--- config.mk ---
export PLATFORM = sky130hd
export DESIGN_NAME = pulse_width_nibble_receiver_top
export DESIGN_NICKNAME = d
export VERILOG_FILES = /design/src/hdl/pwnr_pkg.sv /design/src/hdl/pulse_width_nibble_receiver_top.sv
export SDC_FILE = /design/constraint.sdc
export NUM_CORES = 1
export LEC_CHECK = 0
export ABC_AREA = 0
export BUFFER_PORTS_ARGS = -buffer_cell sky130_fd_sc_hd__buf_2
export CORE_ASPECT_RATIO = 0.6
export CORE_UTILIZATION = 50
export DETAILED_ROUTE_END_ITERATION = 7
export GPL_TIMING_DRIVEN = 0
export HOLD_SLACK_MARGIN = 0.08
export PLACE_DENSITY_LB_ADDON = 0.08
export SYNTH_ARGS = -nofsm -noshare
export SYNTH_HDL_FRONTEND = slang
export SYNTH_SLANG_ARGS = --single-unit
export TNS_END_PERCENT = 10
--- constraint.sdc ---
create_clock -name clk_i -period 6.8 [get_ports clk_i]
set_clock_uncertainty 0.15 [all_clocks]
set_input_delay 0.68 -clock clk_i [delete_from_list [all_inputs] [get_ports clk_i]]
set_output_delay 0.68 -clock clk_i [all_outputs]
set_load 0.1 [all_outputs]
--- src/hdl/pwnr_pkg.sv ---
// ----------------------------------------------------------------------------
// pwnr_pkg
// Shared constants and types for the pulse width nibble receiver.
// ----------------------------------------------------------------------------
package pwnr_pkg;

  localparam int unsigned NIBBLES_PER_FRAME = 16;
  localparam int unsigned BITS_PER_SYMBOL   = 4;

  localparam int unsigned CNT_W      = 8;
  localparam int unsigned NIB_W      = 4;
  localparam int unsigned NIB_IDX_W  = 4;
  localparam int unsigned BIT_IDX_W  = 2;
  localparam int unsigned IN_TDATA_W  = 8;
  localparam int unsigned OUT_TDATA_W = 16;
  localparam int unsigned CFG_IDX_W  = 1;
  localparam int unsigned CFG_DATA_W = 8;

  localparam logic [CNT_W-1:0] START_COUNT_RST   = 8'd186;
  localparam logic [CNT_W-1:0] ONE_THRESHOLD_RST = 8'd208;
  localparam logic [CNT_W-1:0] CNT_MAX           = 8'd255;

  localparam logic [BIT_IDX_W-1:0] LAST_BIT_IDX  = BIT_IDX_W'(BITS_PER_SYMBOL - 1);
  localparam logic [NIB_IDX_W-1:0] LAST_NIB_IDX  = NIB_IDX_W'(NIBBLES_PER_FRAME - 1);

  typedef enum logic [CFG_IDX_W-1:0] {
    CFG_START_COUNT   = 1'b0,
    CFG_ONE_THRESHOLD = 1'b1
  } cfg_idx_e;

  typedef enum logic [0:0] {
    KIND_NIBBLE  = 1'b0,
    KIND_TIMEOUT = 1'b1
  } kind_e;

  typedef struct packed {
    kind_e                kind;
    logic [NIB_W-1:0]     nibble;
    logic [NIB_IDX_W-1:0] nibble_index;
    logic                 frame_end;
    logic                 busy_res;
  } result_t;

endpackage

--- src/hdl/pulse_width_nibble_receiver_top.sv ---
// ----------------------------------------------------------------------------
// pulse_width_nibble_receiver_top
// Decodes pulse widths on a sampled bus line into 4-bit nibbles per frame.
// Latency: a result is valid on the cycle after the input transfer.
// Throughput: one line sample per cycle; tready drops only while the result
// register is full and the master side stalls.
// Reset: all decode state clears, registers return to 186 / 208.
// ----------------------------------------------------------------------------
module pulse_width_nibble_receiver_top (
  input  logic                               clk_i,
  input  logic                               rst_ni,
  // config write channel
  input  logic                               cfg_valid_i,
  output logic                               cfg_ready_o,
  input  logic [pwnr_pkg::CFG_IDX_W-1:0]     cfg_index_i,
  input  logic [pwnr_pkg::CFG_DATA_W-1:0]    cfg_data_i,
  // line samples
  input  logic                               s_axis_tvalid_i,
  output logic                               s_axis_tready_o,
  input  logic [pwnr_pkg::IN_TDATA_W-1:0]    s_axis_tdata_i,  // [0] line_level
  // results
  output logic                               m_axis_tvalid_o,
  input  logic                               m_axis_tready_i,
  output logic [pwnr_pkg::OUT_TDATA_W-1:0]   m_axis_tdata_o,  // [3:0] nibble,
                                                              // [7:4] nibble_index,
                                                              // [8] busy_res
  output logic                               m_axis_tuser_o,  // [0] kind
  output logic                               m_axis_tlast_o   // frame_end
);

  logic [pwnr_pkg::CNT_W-1:0]     start_count_q, one_threshold_q;
  logic                           prev_level_q, prev_level_d;
  logic [pwnr_pkg::CNT_W-1:0]     count_q, count_d;
  logic                           counting_q, counting_d;
  logic [pwnr_pkg::NIB_W-1:0]     shift_q, shift_d;
  logic [pwnr_pkg::BIT_IDX_W-1:0] bit_idx_q, bit_idx_d;
  logic [pwnr_pkg::NIB_IDX_W-1:0] nib_cnt_q, nib_cnt_d;
  logic                           busy_q, busy_d;

  logic                           out_valid_q;
  pwnr_pkg::result_t              res_q, res_d;
  logic                           res_vld;

  logic in_xfer, level, rising, falling, timeout, bit_val;
  logic [pwnr_pkg::NIB_W-1:0] shifted;

  assign cfg_ready_o     = 1'b1;
  assign s_axis_tready_o = !out_valid_q || m_axis_tready_i;
  assign in_xfer         = s_axis_tvalid_i && s_axis_tready_o;

  assign level   = s_axis_tdata_i[0];
  assign rising  = level && !prev_level_q;
  assign falling = !level && prev_level_q;
  assign timeout = counting_q && !rising && (count_q == pwnr_pkg::CNT_MAX);
  assign bit_val = count_q > one_threshold_q;
  assign shifted = {shift_q[pwnr_pkg::NIB_W-2:0], bit_val};

  always_comb begin
    prev_level_d = level;
    count_d      = count_q;
    counting_d   = counting_q;
    shift_d      = shift_q;
    bit_idx_d    = bit_idx_q;
    nib_cnt_d    = nib_cnt_q;
    busy_d       = busy_q;
    res_vld      = 1'b0;
    res_d        = '{kind: pwnr_pkg::KIND_NIBBLE, nibble: '0, nibble_index: '0,
                     frame_end: 1'b0, busy_res: 1'b0};
    if (timeout) begin
      count_d    = '0;
      counting_d = 1'b0;
      shift_d    = '0;
      bit_idx_d  = '0;
      nib_cnt_d  = '0;
      busy_d     = 1'b0;
      res_vld    = 1'b1;
      res_d      = '{kind: pwnr_pkg::KIND_TIMEOUT, nibble: '0, nibble_index: '0,
                     frame_end: 1'b1, busy_res: 1'b0};
    end else if (rising) begin
      busy_d     = 1'b1;
      count_d    = start_count_q;
      counting_d = 1'b1;
    end else begin
      if (falling) begin
        busy_d = 1'b1;
        if (bit_idx_q == pwnr_pkg::LAST_BIT_IDX) begin
          shift_d   = '0;
          bit_idx_d = '0;
          res_vld   = 1'b1;
          if (nib_cnt_q == pwnr_pkg::LAST_NIB_IDX) begin
            nib_cnt_d = '0;
            busy_d    = 1'b0;
          end else begin
            nib_cnt_d = nib_cnt_q + 1'b1;
          end
          res_d = '{kind: pwnr_pkg::KIND_NIBBLE, nibble: shifted,
                    nibble_index: nib_cnt_q,
                    frame_end: (nib_cnt_q == pwnr_pkg::LAST_NIB_IDX),
                    busy_res: busy_d};
        end else begin
          shift_d   = shifted;
          bit_idx_d = bit_idx_q + 1'b1;
        end
      end
      if (counting_q) begin
        count_d = count_q + 1'b1;
      end
    end
  end

  always_ff @(posedge clk_i or negedge rst_ni) begin
    if (!rst_ni) begin
      start_count_q   <= pwnr_pkg::START_COUNT_RST;
      one_threshold_q <= pwnr_pkg::ONE_THRESHOLD_RST;
    end else if (cfg_valid_i) begin
      unique case (pwnr_pkg::cfg_idx_e'(cfg_index_i))
        pwnr_pkg::CFG_START_COUNT:   start_count_q   <= cfg_data_i;
        pwnr_pkg::CFG_ONE_THRESHOLD: one_threshold_q <= cfg_data_i;
        default: ;
      endcase
    end
  end

  always_ff @(posedge clk_i or negedge rst_ni) begin
    if (!rst_ni) begin
      prev_level_q <= 1'b0;
      count_q      <= '0;
      counting_q   <= 1'b0;
      shift_q      <= '0;
      bit_idx_q    <= '0;
      nib_cnt_q    <= '0;
      busy_q       <= 1'b0;
    end else if (in_xfer) begin
      prev_level_q <= prev_level_d;
      count_q      <= count_d;
      counting_q   <= counting_d;
      shift_q      <= shift_d;
      bit_idx_q    <= bit_idx_d;
      nib_cnt_q    <= nib_cnt_d;
      busy_q       <= busy_d;
    end
  end

  always_ff @(posedge clk_i or negedge rst_ni) begin
    if (!rst_ni) begin
      out_valid_q <= 1'b0;
    end else if (in_xfer && res_vld) begin
      out_valid_q <= 1'b1;
    end else if (m_axis_tready_i) begin
      out_valid_q <= 1'b0;
    end
  end

  always_ff @(posedge clk_i) begin
    if (in_xfer && res_vld) begin
      res_q <= res_d;
    end
  end

  assign m_axis_tvalid_o = out_valid_q;
  assign m_axis_tdata_o  = {7'b0, res_q.busy_res, res_q.nibble_index, res_q.nibble};
  assign m_axis_tuser_o  = res_q.kind;
  assign m_axis_tlast_o  = res_q.frame_end;

  // timeout result carries no symbol and leaves the bus idle
  a_timeout_fields: assert property (@(posedge clk_i) disable iff (!rst_ni)
    out_valid_q && res_q.kind == pwnr_pkg::KIND_TIMEOUT |->
      res_q.nibble == '0 && res_q.nibble_index == '0 && res_q.frame_end && !res_q.busy_res)
    else $error("timeout result fields wrong");

  a_frame_end_idle: assert property (@(posedge clk_i) disable iff (!rst_ni)
    out_valid_q && res_q.frame_end |-> !res_q.busy_res)
    else $error("frame end with busy set");

  a_timeout_clears: assert property (@(posedge clk_i) disable iff (!rst_ni)
    in_xfer && timeout |=> !counting_q && count_q == '0 && nib_cnt_q == '0 && !busy_q)
    else $error("timeout did not clear state");

  a_rise_starts: assert property (@(posedge clk_i) disable iff (!rst_ni)
    in_xfer && rising |=> counting_q && busy_q && count_q == $past(start_count_q))
    else $error("rising edge did not start counter");

endmodule

==> results by group, run 1 <==
Timing
  • Final Setup Violations: 0
  • Final min period: 2.66 ns
  • Final hold vios: 0
  • RSZ-0062 raised after global routing: no
  • Fin. max-slew vios: 0
  • Setup TNS: 0 ns
  • Final period util: 0.391
  • Actual slew at the worst max-slew pin: 0.818 ns
  • Slew HR: 0.455
  • Max Freq: 0.376 GHz

Critical path
  • Setup Crit Path Kind: reg -> reg
  • Critical R2R Launch: count_q[0]
  • CP max stage delay: 0.43 ns
  • Slowest CP cell: dfrtp_1
  • R2R setup slack: 4.14 ns
  • Setup crit end kind: flip-flop
  • Critical Path, Cell by Cell: ha_1 -> nand4_1 -> or3_4 -> buf_6 -> inv_4 -> buf_4 -> o21ai_0 -> inv_1
  • Worst Path Arrival: 2.47 ns
  • Worst reg2reg path endpoint: m_axis_tdata_o[0]
  • Cells on worst reg2reg path: 8
  • Crit path launch type: flip-flop
  • Req. time, crit path: 6.61 ns
  • Worst-path fanout max: 11

Die
  • FP Rows: 19
  • Die width: 91.7 um
  • Starting Density: 0.524
  • Die area: 0.00512 sq mm
  • Core Area: 0.00461 sq mm
  • Io pins: 43
  • Chip height: 55.8 um

Pwr
  • Max rail drop VDD: 0.154 mV
  • Static Leak: 1.25 nW
  • Total Power: 800 uW
  • Pwr dens: 292 mW/mm^2

Synth
  • Synth Area per Inst: 11.2 sq um
  • Mapped Cells: 215
  • Ranking of synthesized cells by area: dfrtp_1 (29%), edfxtp_1 (14%), dfstp_2 (8.7%)
  • Synth top cells by count: dfrtp_1 (28), mux2_2 (17), inv_1 (15)
  • Register bit total from synthesis: 47
  • Area leader, netlist: dfrtp_1
  • Synth top area share: 0.290
  • Syn Std Cell Area: 0.00241 sq mm
  • Yosys cell types: 47
  • Ys flop type: dfrtp_1
  • Number of synthesized flops with an enable pin: 11
  • Syn. warnings: 0
  • Asr flop ratio synth: 0.766
  • Share of the yosys chip area belonging to registers: 0.514
  • Top-count cell post-synth: dfrtp_1

Clocking
  • Root Buffer: clkbuf_8
  • Setup Buffers After CTS: 0
  • H-tree levels: 2
  • Worst-Skew Late Latency: 0.30 ns
  • CTS tree: yes
  • Clock sink count: 47
  • CTS Buffer Depth: 2
  • CTS Hold Bufs: 0
  • CTS buffer count: 5
  • Worst-path clk slew: 0.09 ns
  • Post-CTS Resized: 0

Drt
  • WL/cell: 15.3 um
  • Final antenna-violating net count: 0
  • Initial DRC count: 118
  • First-pass iteration count of the detailed router: 4
  • Vias/cell: 5.39
  • DR vias: 1718
  • Remaining DRCs: 0
  • Routed WL: 4880 um

Cells and area
  • Final core occ: 0.594
  • Area Growth Syn to Fin: 13.5%
  • Final net count: 288
  • Share of cells above drive strength 1: 0.301
  • Diode count: 0

GRT
  • GR Layer Usage met2: 0.270
  • Initial antenna violation count: 0
  • First-pass GRT wire length: 8150 um
  • Vias in the first global route: 1610
  • Tot GR Track Use: 0.212
  • Overflow after GRT: 0
  • Met1 Use GR: 0.348
  • Met3 Track Usage GR: 0.0546
  • Largest net degree at the start of global routing: 37
  • Most used routing layer: met1

Min path
  • Hold crit path type: in -> async

Placement
  • Post-DP HPWL: 3630 um
  • IO Port Bufs: 27
  • Gpl congestion: 0.826

Status
  • Run status: completed

Flow run
  • Max_cap viols: 0
[worst max-delay path: cells and delay by family (launching register included)]
| family | cells | cell delay, ns |
|---|---|---|
| buffers and inverters | 4 | 0.73 |
| and+or+nand+nor | 2 | 0.60 |
| DFF | 1 | 0.43 |
| adders and majority gates | 1 | 0.25 |
| AOI/OAI and AO/OA | 1 | 0.16 |
[layout make-up]
class / count / area (sq um)
repair buffers: 27 / 135
clock buffers: 5 / 68.8
fillers: 432 / 1870
inverters: 16 / 62.6
multi-input cells: 142 / 1020
flip-flops and latches: 47 / 1240
well taps: 63 / 78.8
clock inverters: 3 / 20.0
plain buffers: 16 / 109
[how the worst max path moves through the flow]
stage | start | end
6_report | count_q[0] | m_axis_tdata_o[0]
5_1_grt | count_q[0] | m_axis_tdata_o[3]
4_1_cts | count_q[0] | m_axis_tuser_o
3_5_place_dp | s_axis_tdata_i[0] | m_axis_tuser_o
3_3_place_gp | s_axis_tdata_i[0] | m_axis_tdata_o[0]
2_1_floorplan | m_axis_tvalid_o | m_axis_tdata_o[0]
[stage by stage]
stage / area (sq um) / std cells / hold slack, ns / worst slack, ns
after detailed placement: 2650 / 311 / 0.340 / 3.88
after CTS: 2740 / 319 / 0.342 / 4.12
after global routing: 2740 / 319 / 0.366 / 3.90
final: 2740 / 319 / 0.309 / 4.14
after floorplan: 2440 / 221 / 0.234 / 3.79
after global placement: 2650 / 311 / 0.329 / 3.91
[state kept, by name (all words and copies together), names as in the netlist]
| signal | count |
|---|---|
| count_q | 8 |
| m_axis_tdata_o | 9 |
| one_threshold_q | 8 |
| nib_cnt_q | 4 |
| bit_idx_q | 2 |
| m_axis_tvalid_o | 1 |
| start_count_q | 8 |
| m_axis_tlast_o | 1 |
| prev_level_q | 1 |
| m_axis_tuser_o | 1 |
| counting_q | 1 |
| shift_q | 3 |
[kinds of logic after synthesis]
kind of cell,share of synthesized area
flops,0.514
other cells,0.00311
simple gates,0.128
compound gates,0.139
mux,0.0876
buf+inv,0.0710
fa+ha+maj,0.0570
[layer usage]
layer / share of wire / vias to the layer above
li1: - / 851
met1: 0.56 / 812
met2: 0.37 / 50
met3: 0.064 / 5
met4: 0.0090 / 0
met5: 0 / -
[report_power, final]
part / switching, mW / total, mW / internal (mW) / leakage (nW)
Sequential: 0.0528 / 0.402 / 0.349 / 0.531
Combinational: 0.135 / 0.229 / 0.0948 / 0.683
Clock: 0.0968 / 0.168 / 0.0716 / 0.0402
[placed cells by master, fill, tap and decap left out, types with 7 or more instances in the layout]
cell	count
and3_1	7
mux2_2	17
nand2_1	10
o21ai_0	11
dfrtp_1	28
edfxtp_1	11
dfstp_2	8
buf_2	27
conb_1	8
inv_1	15
ha_1	11
a21oi_1	13
buf_4	9
Power figures use the tool's default switching activity.
==> run 2, diff against run 1 <==
ABC_AREA = 1   (was 0)
clock period = 2.5 ns   (was 6.8 ns; I/O delays follow)
==> run 2 against run 1 <==
Net effect: first-iteration DRC count is 3.4% lower; non-clock buffer count is 4 higher; final cell count is 28% higher; die area is 4.2% higher; global-route usage is 0.32 points lower; clock power grew to 2.6 times the previous value; count of clock-buffer cells in the layout is 1 higher; maximum frequency is 23% higher; power grew to 2.9 times the previous value; utilization is 2.9 points higher; largest power group unchanged.
==> results by group, run 2 <==
Status
  • Run status: completed (unchanged)

Pwr
  • Clock power frac: 0.188 (was 0.211)
  • Max rail drop VDD: 0.391 mV (was 0.154 mV)
  • Internal power: 1.44 mW (was 516 uW)
  • Static Leak: 1.49 nW (was 1.25 nW)
  • Sw Pwr: 915 uW (was 284 uW)
  • Pwr dens: 801 mW/mm^2 (was 292 mW/mm^2)
  • Total Power: 2.35 mW (was 800 uW)
  • Comb pwr share: 0.337 (was 0.287)
  • Sw frac: 0.389 (was 0.355)
  • Flop pwr share: 0.475 (was 0.503)

Die
  • Core Area: 0.00471 sq mm (was 0.00461 sq mm)
  • Die area: 0.00534 sq mm (was 0.00512 sq mm)
  • Io pins: 43 (unchanged)
  • Chip height: 57.0 um (was 55.8 um)
  • FP Rows: 19 (unchanged)
  • Die width: 93.7 um (was 91.7 um)
  • Starting Density: 0.535 (was 0.524)

Drt
  • Vias/cell: 4.75 (was 5.39)
  • First-pass iteration count of the detailed router: 4 (unchanged)
  • Final antenna-violating net count: 0 (unchanged)
  • Routed WL: 5010 um (was 4880 um)
  • Remaining DRCs: 0 (unchanged)
  • DR vias: 1939 (was 1718)
  • WL/cell: 12.3 um (was 15.3 um)
  • Initial DRC count: 114 (was 118)

Synth
  • Asr flop ratio synth: 0.766 (unchanged)
  • Synth top cells by count: nand2_1 (79), inv_1 (42), dfrtp_1 (28) (was dfrtp_1 (28), mux2_2 (17), inv_1 (15))
  • Number of synthesized flops with an enable pin: 11 (unchanged)
  • Top-count cell post-synth: nand2_1 (was dfrtp_1)
  • Syn. warnings: 0 (unchanged)
  • Ranking of synthesized cells by area: dfrtp_1 (28%), edfxtp_1 (13%), nand2_1 (12%) (was dfrtp_1 (29%), edfxtp_1 (14%), dfstp_2 (8.7%))
  • Register bit total from synthesis: 47 (unchanged)
  • Mapped Cells: 295 (was 215)
  • Synth top area share: 0.278 (was 0.290)
  • Yosys cell types: 33 (was 47)
  • Syn Std Cell Area: 0.00252 sq mm (was 0.00241 sq mm)
  • Ys flop type: dfrtp_1 (unchanged)
  • Area leader, netlist: dfrtp_1 (unchanged)
  • Synth Area per Inst: 8.54 sq um (was 11.2 sq um)
  • Share of the yosys chip area belonging to registers: 0.493 (was 0.514)

Critical path
  • Setup crit end kind: flip-flop (unchanged)
  • Setup Crit Path Kind: reg -> reg (unchanged)
  • Worst-path fanout max: 13 (was 11)
  • Req. time, crit path: 2.28 ns (was 6.61 ns)
  • Worst Path Arrival: 1.94 ns (was 2.47 ns)
  • R2R setup slack: 0.34 ns (was 4.14 ns)
  • Crit path launch type: flip-flop (unchanged)

GRT
  • Met3 Track Usage GR: 0.0440 (was 0.0546)
  • Largest net degree at the start of global routing: 37 (unchanged)
  • Overflow after GRT: 0 (unchanged)
  • Vias in the first global route: 1770 (was 1610)
  • Most used routing layer: met1 (unchanged)
  • Initial antenna violation count: 0 (unchanged)
  • Tot GR Track Use: 0.208 (was 0.212)
  • GR Layer Usage met2: 0.279 (was 0.270)
  • Met1 Use GR: 0.337 (was 0.348)
  • First-pass GRT wire length: 8400 um (was 8150 um)

Clocking
  • CTS Buffer Depth: 2 (unchanged)
  • Clock sink count: 47 (unchanged)
  • H-tree levels: 2 (unchanged)
  • CTS buffer count: 5 (unchanged)
  • Root Buffer: clkbuf_8 (unchanged)
  • Worst-path clk slew: 0.08 ns (was 0.09 ns)
  • Worst-Skew Late Latency: 0.30 ns (about the same)
  • CTS tree: yes (unchanged)

Timing
  • Final hold vios: 0 (unchanged)
  • Actual slew at the worst max-slew pin: 0.805 ns (was 0.818 ns)
  • Final period util: 0.862 (was 0.391)
  • Setup TNS: 0 ns (unchanged)
  • Final min period: 2.16 ns (was 2.66 ns)
  • Final Setup Violations: 0 (unchanged)
  • RSZ-0062 raised after global routing: no (unchanged)
  • Slew HR: 0.463 (was 0.455)
  • Max Freq: 0.464 GHz (was 0.376 GHz)
  • Fin. max-slew vios: 0 (unchanged)

Cells and area
  • Commonest non-fill, non-tap cells in the layout: nand2_1 (78), inv_1 (42), dfrtp_1 (28) (was dfrtp_1 (28), buf_2 (27), mux2_2 (17))
  • Most common cell after layout, fill and taps aside: nand2_1 (was dfrtp_1)
  • Final net count: 377 (was 288)
  • Share of cells above drive strength 1: 0.209 (was 0.301)
  • Max FFs per register: 9 (unchanged)
  • Area Growth Syn to Fin: 16.4% (was 13.5%)
  • Diode count: 0 (unchanged)

Placement
  • IO Port Bufs: 27 (unchanged)
  • Gpl congestion: 0.837 (was 0.826)
  • Post-DP HPWL: 3700 um (was 3630 um)

Flow run
  • Max_cap viols: 0 (unchanged)

Min path
  • Hold crit path type: in -> reg (was in -> async)
-- run 2: cell count changes after synthesis, sizes merged, moves of 3 or more --
cell,change
a21o,-4
a32o,-3
and3,-7
clkbuf,-3
inv,+28
mux2,-17
nand2,+76
nand2b,-3
nand3,+10
nor2,+25
nor3,-6
nor4,-4
o21ai,+17
or4,-3
-- run 2: timing repair --
action / in CTS / in global routing
endpoints found under the setup margin: 0 / 0
hold buffers: 9 / 0
setup buffers: 0 / 0
endpoints found under the hold margin: 42 / 0
gates resized for setup: 0 / 0
-- run 2: worst paths after layout --
kind	cells after the start	endpoint	start
setup / recovery	5	m_axis_tdata_o[7]	count_q[0]
hold / removal	4	m_axis_tvalid_o	m_axis_tready_i
setup reg to reg	5	m_axis_tdata_o[7]	count_q[0]
hold reg to reg	2	shift_q[2]	shift_q[2]
max in group asynchronous	2	count_q[1]	rst_ni
min in group asynchronous	2	start_count_q[6]	rst_ni
-- run 2: power by group through the flow --
stage	Combinational [mW]	Sequential [mW]	Clock, mW
2_1_floorplan	0.586	1.14	0
3_3_place_gp	0.755	1.13	0
5_1_grt	0.913	1.14	0.475
3_5_place_dp	0.780	1.13	0
4_1_cts	0.798	1.12	0.451
6_report	0.792	1.12	0.442
-- run 2: worst max-delay path, cell delays in order, from the launching register on --
cell	delay [ns]
dfrtp_1	0.41
ha_1	0.23
nand3_2	0.15
nor2_4	0.16
nand2_4	0.09
a21oi_2	0.59
-- run 2: logic make-up (layout without fill, tap and decap cells) --
group,count (synthesis),count (layout),synth area share
other,2,8,0.00298
AO/OA/AOI/OAI,42,42,0.0973
XOR/XNOR,3,3,0.0104
flip-flops,47,47,0.493
adder cells (fa/ha/maj),11,11,0.0546
buffers and inverters,56,100,0.102
AND/OR/NAND/NOR,134,134,0.240
-- run 2: stage by stage --
step / worst slack (ns) / utilization / instances / cell area [sq um] / hold WS [ns]
4_1_cts: 0.315 / 0.623 / 408 / 2930 / 0.105
6_report: 0.344 / 0.623 / 408 / 2930 / 0.104
3_3_place_gp: 0.394 / 0.587 / 391 / 2760 / 0.233
3_5_place_dp: 0.359 / 0.587 / 391 / 2760 / 0.232
5_1_grt: 0.177 / 0.623 / 408 / 2930 / 0.131
2_1_floorplan: 0.122 / - / 301 / 2550 / -0.196
-- run 2: metal layers --
metal / share of wire / vias up
met1: 0.53 / 881
met2: 0.39 / 46
li1: - / 1008
met3: 0.065 / 4
met5: 0 / -
met4: 0.0094 / 0
-- run 2: layout make-up --
class / count / area [sq um]
fillers: 401 / 1770
flip-flops and latches: 47 / 1240
multi-input cells: 198 / 1050
repair buffers: 36 / 225
inverters: 45 / 169
plain buffers: 11 / 87.6
well taps: 63 / 78.8
clock buffers: 6 / 72.6
clock inverters: 2 / 7.51
==> run 3, diff against run 2 <==
==> constraint.sdc (replaced) <==
create_clock -name clk_i -period 2.5 [get_ports clk_i]
set_clock_uncertainty 0.15 [all_clocks]
set_input_delay 0.5 -clock clk_i [delete_from_list [all_inputs] [get_ports clk_i]]
set_output_delay 0.5 -clock clk_i [all_outputs]
set_load 0.1 [all_outputs]
==> run 3 against run 2 <==
Net effect: clock power barely moved; cell area fell by 3.1%; hold slack improved by 0.030 ns; die area did not move; utilization fell by 1.9 points; wire length fell by 2.2%; first-iteration DRC count fell by 7.9%; count of clock-buffer cells in the layout did not move; sequential power barely moved.
==> results by group, run 3 (same netlist as run 2, synthesis figures left out) <==
Status
  • Run status: completed (unchanged)

Placement
  • Gpl congestion: 0.837 (unchanged)
  • Post-DP HPWL: 3700 um (unchanged)
  • Pre-CTS WS: 0.354 ns (was 0.359 ns)
  • IO Port Bufs: 27 (unchanged)

Drt
  • Remaining DRCs: 0 (unchanged)
  • Vias/cell: 4.75 (about the same)
  • DR vias: 1896 (was 1939)
  • First-pass iteration count of the detailed router: 4 (unchanged)
  • WL/cell: 12.3 um (about the same)
  • Initial DRC count: 105 (was 114)
  • Final antenna-violating net count: 0 (unchanged)
  • Routed WL: 4900 um (was 5010 um)

Critical path
  • Setup Crit Path Kind: reg -> reg (unchanged)
  • Req. time, crit path: 2.28 ns (about the same)
  • CP max stage delay: 0.60 ns (was 0.59 ns)
  • Setup crit end kind: flip-flop (unchanged)
  • Worst Path Arrival: 1.95 ns (was 1.94 ns)
  • Crit path launch type: flip-flop (unchanged)
  • Crit. path cell count: 5 (unchanged)
  • Worst-path fanout max: 13 (unchanged)
  • Critical Path, Cell by Cell: ha_1 -> nand3_2 -> nor2_4 -> nand2_4 -> a21oi_2 (unchanged)
  • Critical path's top delay family: compound AO/OA/AOI/OAI gates (unchanged)
  • Crit path buffers/inverters: 0 (unchanged)
  • Slowest CP cell: a21oi_2 (unchanged)
  • Cells on worst reg2reg path: 5 (unchanged)

Pwr
  • Pwr dens: 823 mW/mm^2 (was 801 mW/mm^2)
  • Max rail drop VDD: 0.391 mV (about the same)
  • Static Leak: 1.46 nW (was 1.49 nW)

Timing
  • Min setup slack post-route: 0.335 ns (was 0.344 ns)
  • Final Setup Violations: 0 (unchanged)
  • Final min period: 2.17 ns (was 2.16 ns)
  • Final period util: 0.866 (was 0.862)
  • RSZ-0062 raised after global routing: no (unchanged)
  • Slew HR: 0.463 (about the same)
  • Actual slew at the worst max-slew pin: 0.806 ns (was 0.805 ns)
  • Final hold vios: 0 (unchanged)
  • Min Hold Slack: 0.133 ns (was 0.104 ns)
  • Fin. max-slew vios: 0 (unchanged)
  • Setup TNS: 0 ns (unchanged)
  • Max Freq: 0.462 GHz (was 0.464 GHz)

GRT
  • Tot GR Track Use: 0.204 (was 0.208)
  • Largest net degree at the start of global routing: 37 (unchanged)
  • Vias in the first global route: 1723 (was 1770)
  • Overflow after GRT: 0 (unchanged)
  • Initial antenna violation count: 0 (unchanged)
  • First-pass GRT wire length: 8220 um (was 8400 um)

Clocking
  • Worst-Skew Late Latency: 0.30 ns (about the same)
  • Setup Buffers After CTS: 0 (unchanged)
  • Root Buffer: clkbuf_8 (unchanged)
  • CTS tree: yes (unchanged)
  • H-tree levels: 2 (unchanged)
  • Worst-path clk slew: 0.09 ns (was 0.08 ns)
  • Clock sink count: 47 (unchanged)
  • CTS buffer count: 5 (unchanged)
  • CTS Hold Bufs: 0 (was 9)
  • CTS Buffer Depth: 2 (unchanged)
  • Post-CTS Resized: 0 (unchanged)

Cells and area
  • Most common cell after layout, fill and taps aside: nand2_1 (unchanged)
  • Fill cells: 410 (was 401)
  • Final net count: 368 (was 377)
  • Diode count: 0 (unchanged)
  • Share of cells above drive strength 1: 0.214 (was 0.209)
  • Max FFs per register: 9 (unchanged)
  • Commonest non-fill, non-tap cells in the layout: nand2_1 (78), inv_1 (42), dfrtp_1 (28) (unchanged)
  • Area Growth Syn to Fin: 12.9% (was 16.4%)

Die
  • Chip height: 57.0 um (unchanged)
  • Core Area: 0.00471 sq mm (unchanged)
  • Die area: 0.00534 sq mm (unchanged)
  • Io pins: 43 (unchanged)
  • Die width: 93.7 um (unchanged)
  • FP Rows: 19 (unchanged)
  • Starting Density: 0.535 (unchanged)

Flow run
  • Max_cap viols: 0 (unchanged)

Min path
  • Hold crit path type: in -> async (was in -> reg)
[run 3: power breakdown]
part	internal, mW	switching, mW	leakage (nW)
Sequential	0.953	0.165	0.520
Combinational	0.283	0.499	0.895
Clock	0.191	0.250	0.0403
Total	1.43	0.913	1.46
[run 3: area by class of cell]
cell class / count / area (sq um) / area share
inverter: 45 / 169 / 0.0594
sequential: 47 / 1240 / 0.436
tap: 63 / 78.8 / 0.0277
clock inverter: 2 / 7.51 / 0.00264
timing repair buffer: 27 / 135 / 0.0475
clock buffer: 6 / 72.6 / 0.0255
buffer: 11 / 87.6 / 0.0308
multi-input combinational: 198 / 1050 / 0.370
[run 3: final timing paths]
| check | from | endpoint | slack (ns) |
|---|---|---|---|
| max reg2reg | count_q[0] | m_axis_tuser_o | 0.33 |
| min reg2reg | shift_q[2] | shift_q[2] | 0.33 |
| max in group asynchronous | rst_ni | count_q[1] | 1.55 |
| min | rst_ni | start_count_q[6] | 0.13 |
| max | count_q[0] | m_axis_tuser_o | 0.33 |
| min in group clk_i | cfg_data_i[5] | start_count_q[5] | 0.28 |
[run 3: through the flow]
step	cells	total power, mW	util	cell area, sq um
after floorplan	301	1.72	-	2550
after global placement	391	1.88	0.587	2760
after detailed placement	391	1.91	0.587	2760
after CTS	399	2.35	0.604	2840
after global routing	399	2.52	0.604	2840
final	399	2.34	0.604	2840
[run 3: per-layer routing]
layer	up-vias	share of wire	wire length (um)	track usage
li1	991	-	-	-
met1	865	0.56	2740	0.337
met2	38	0.38	1870	0.264
met3	2	0.051	249	0.0440
met4	0	0.0069	34	0.0527
met5	-	0	0	0
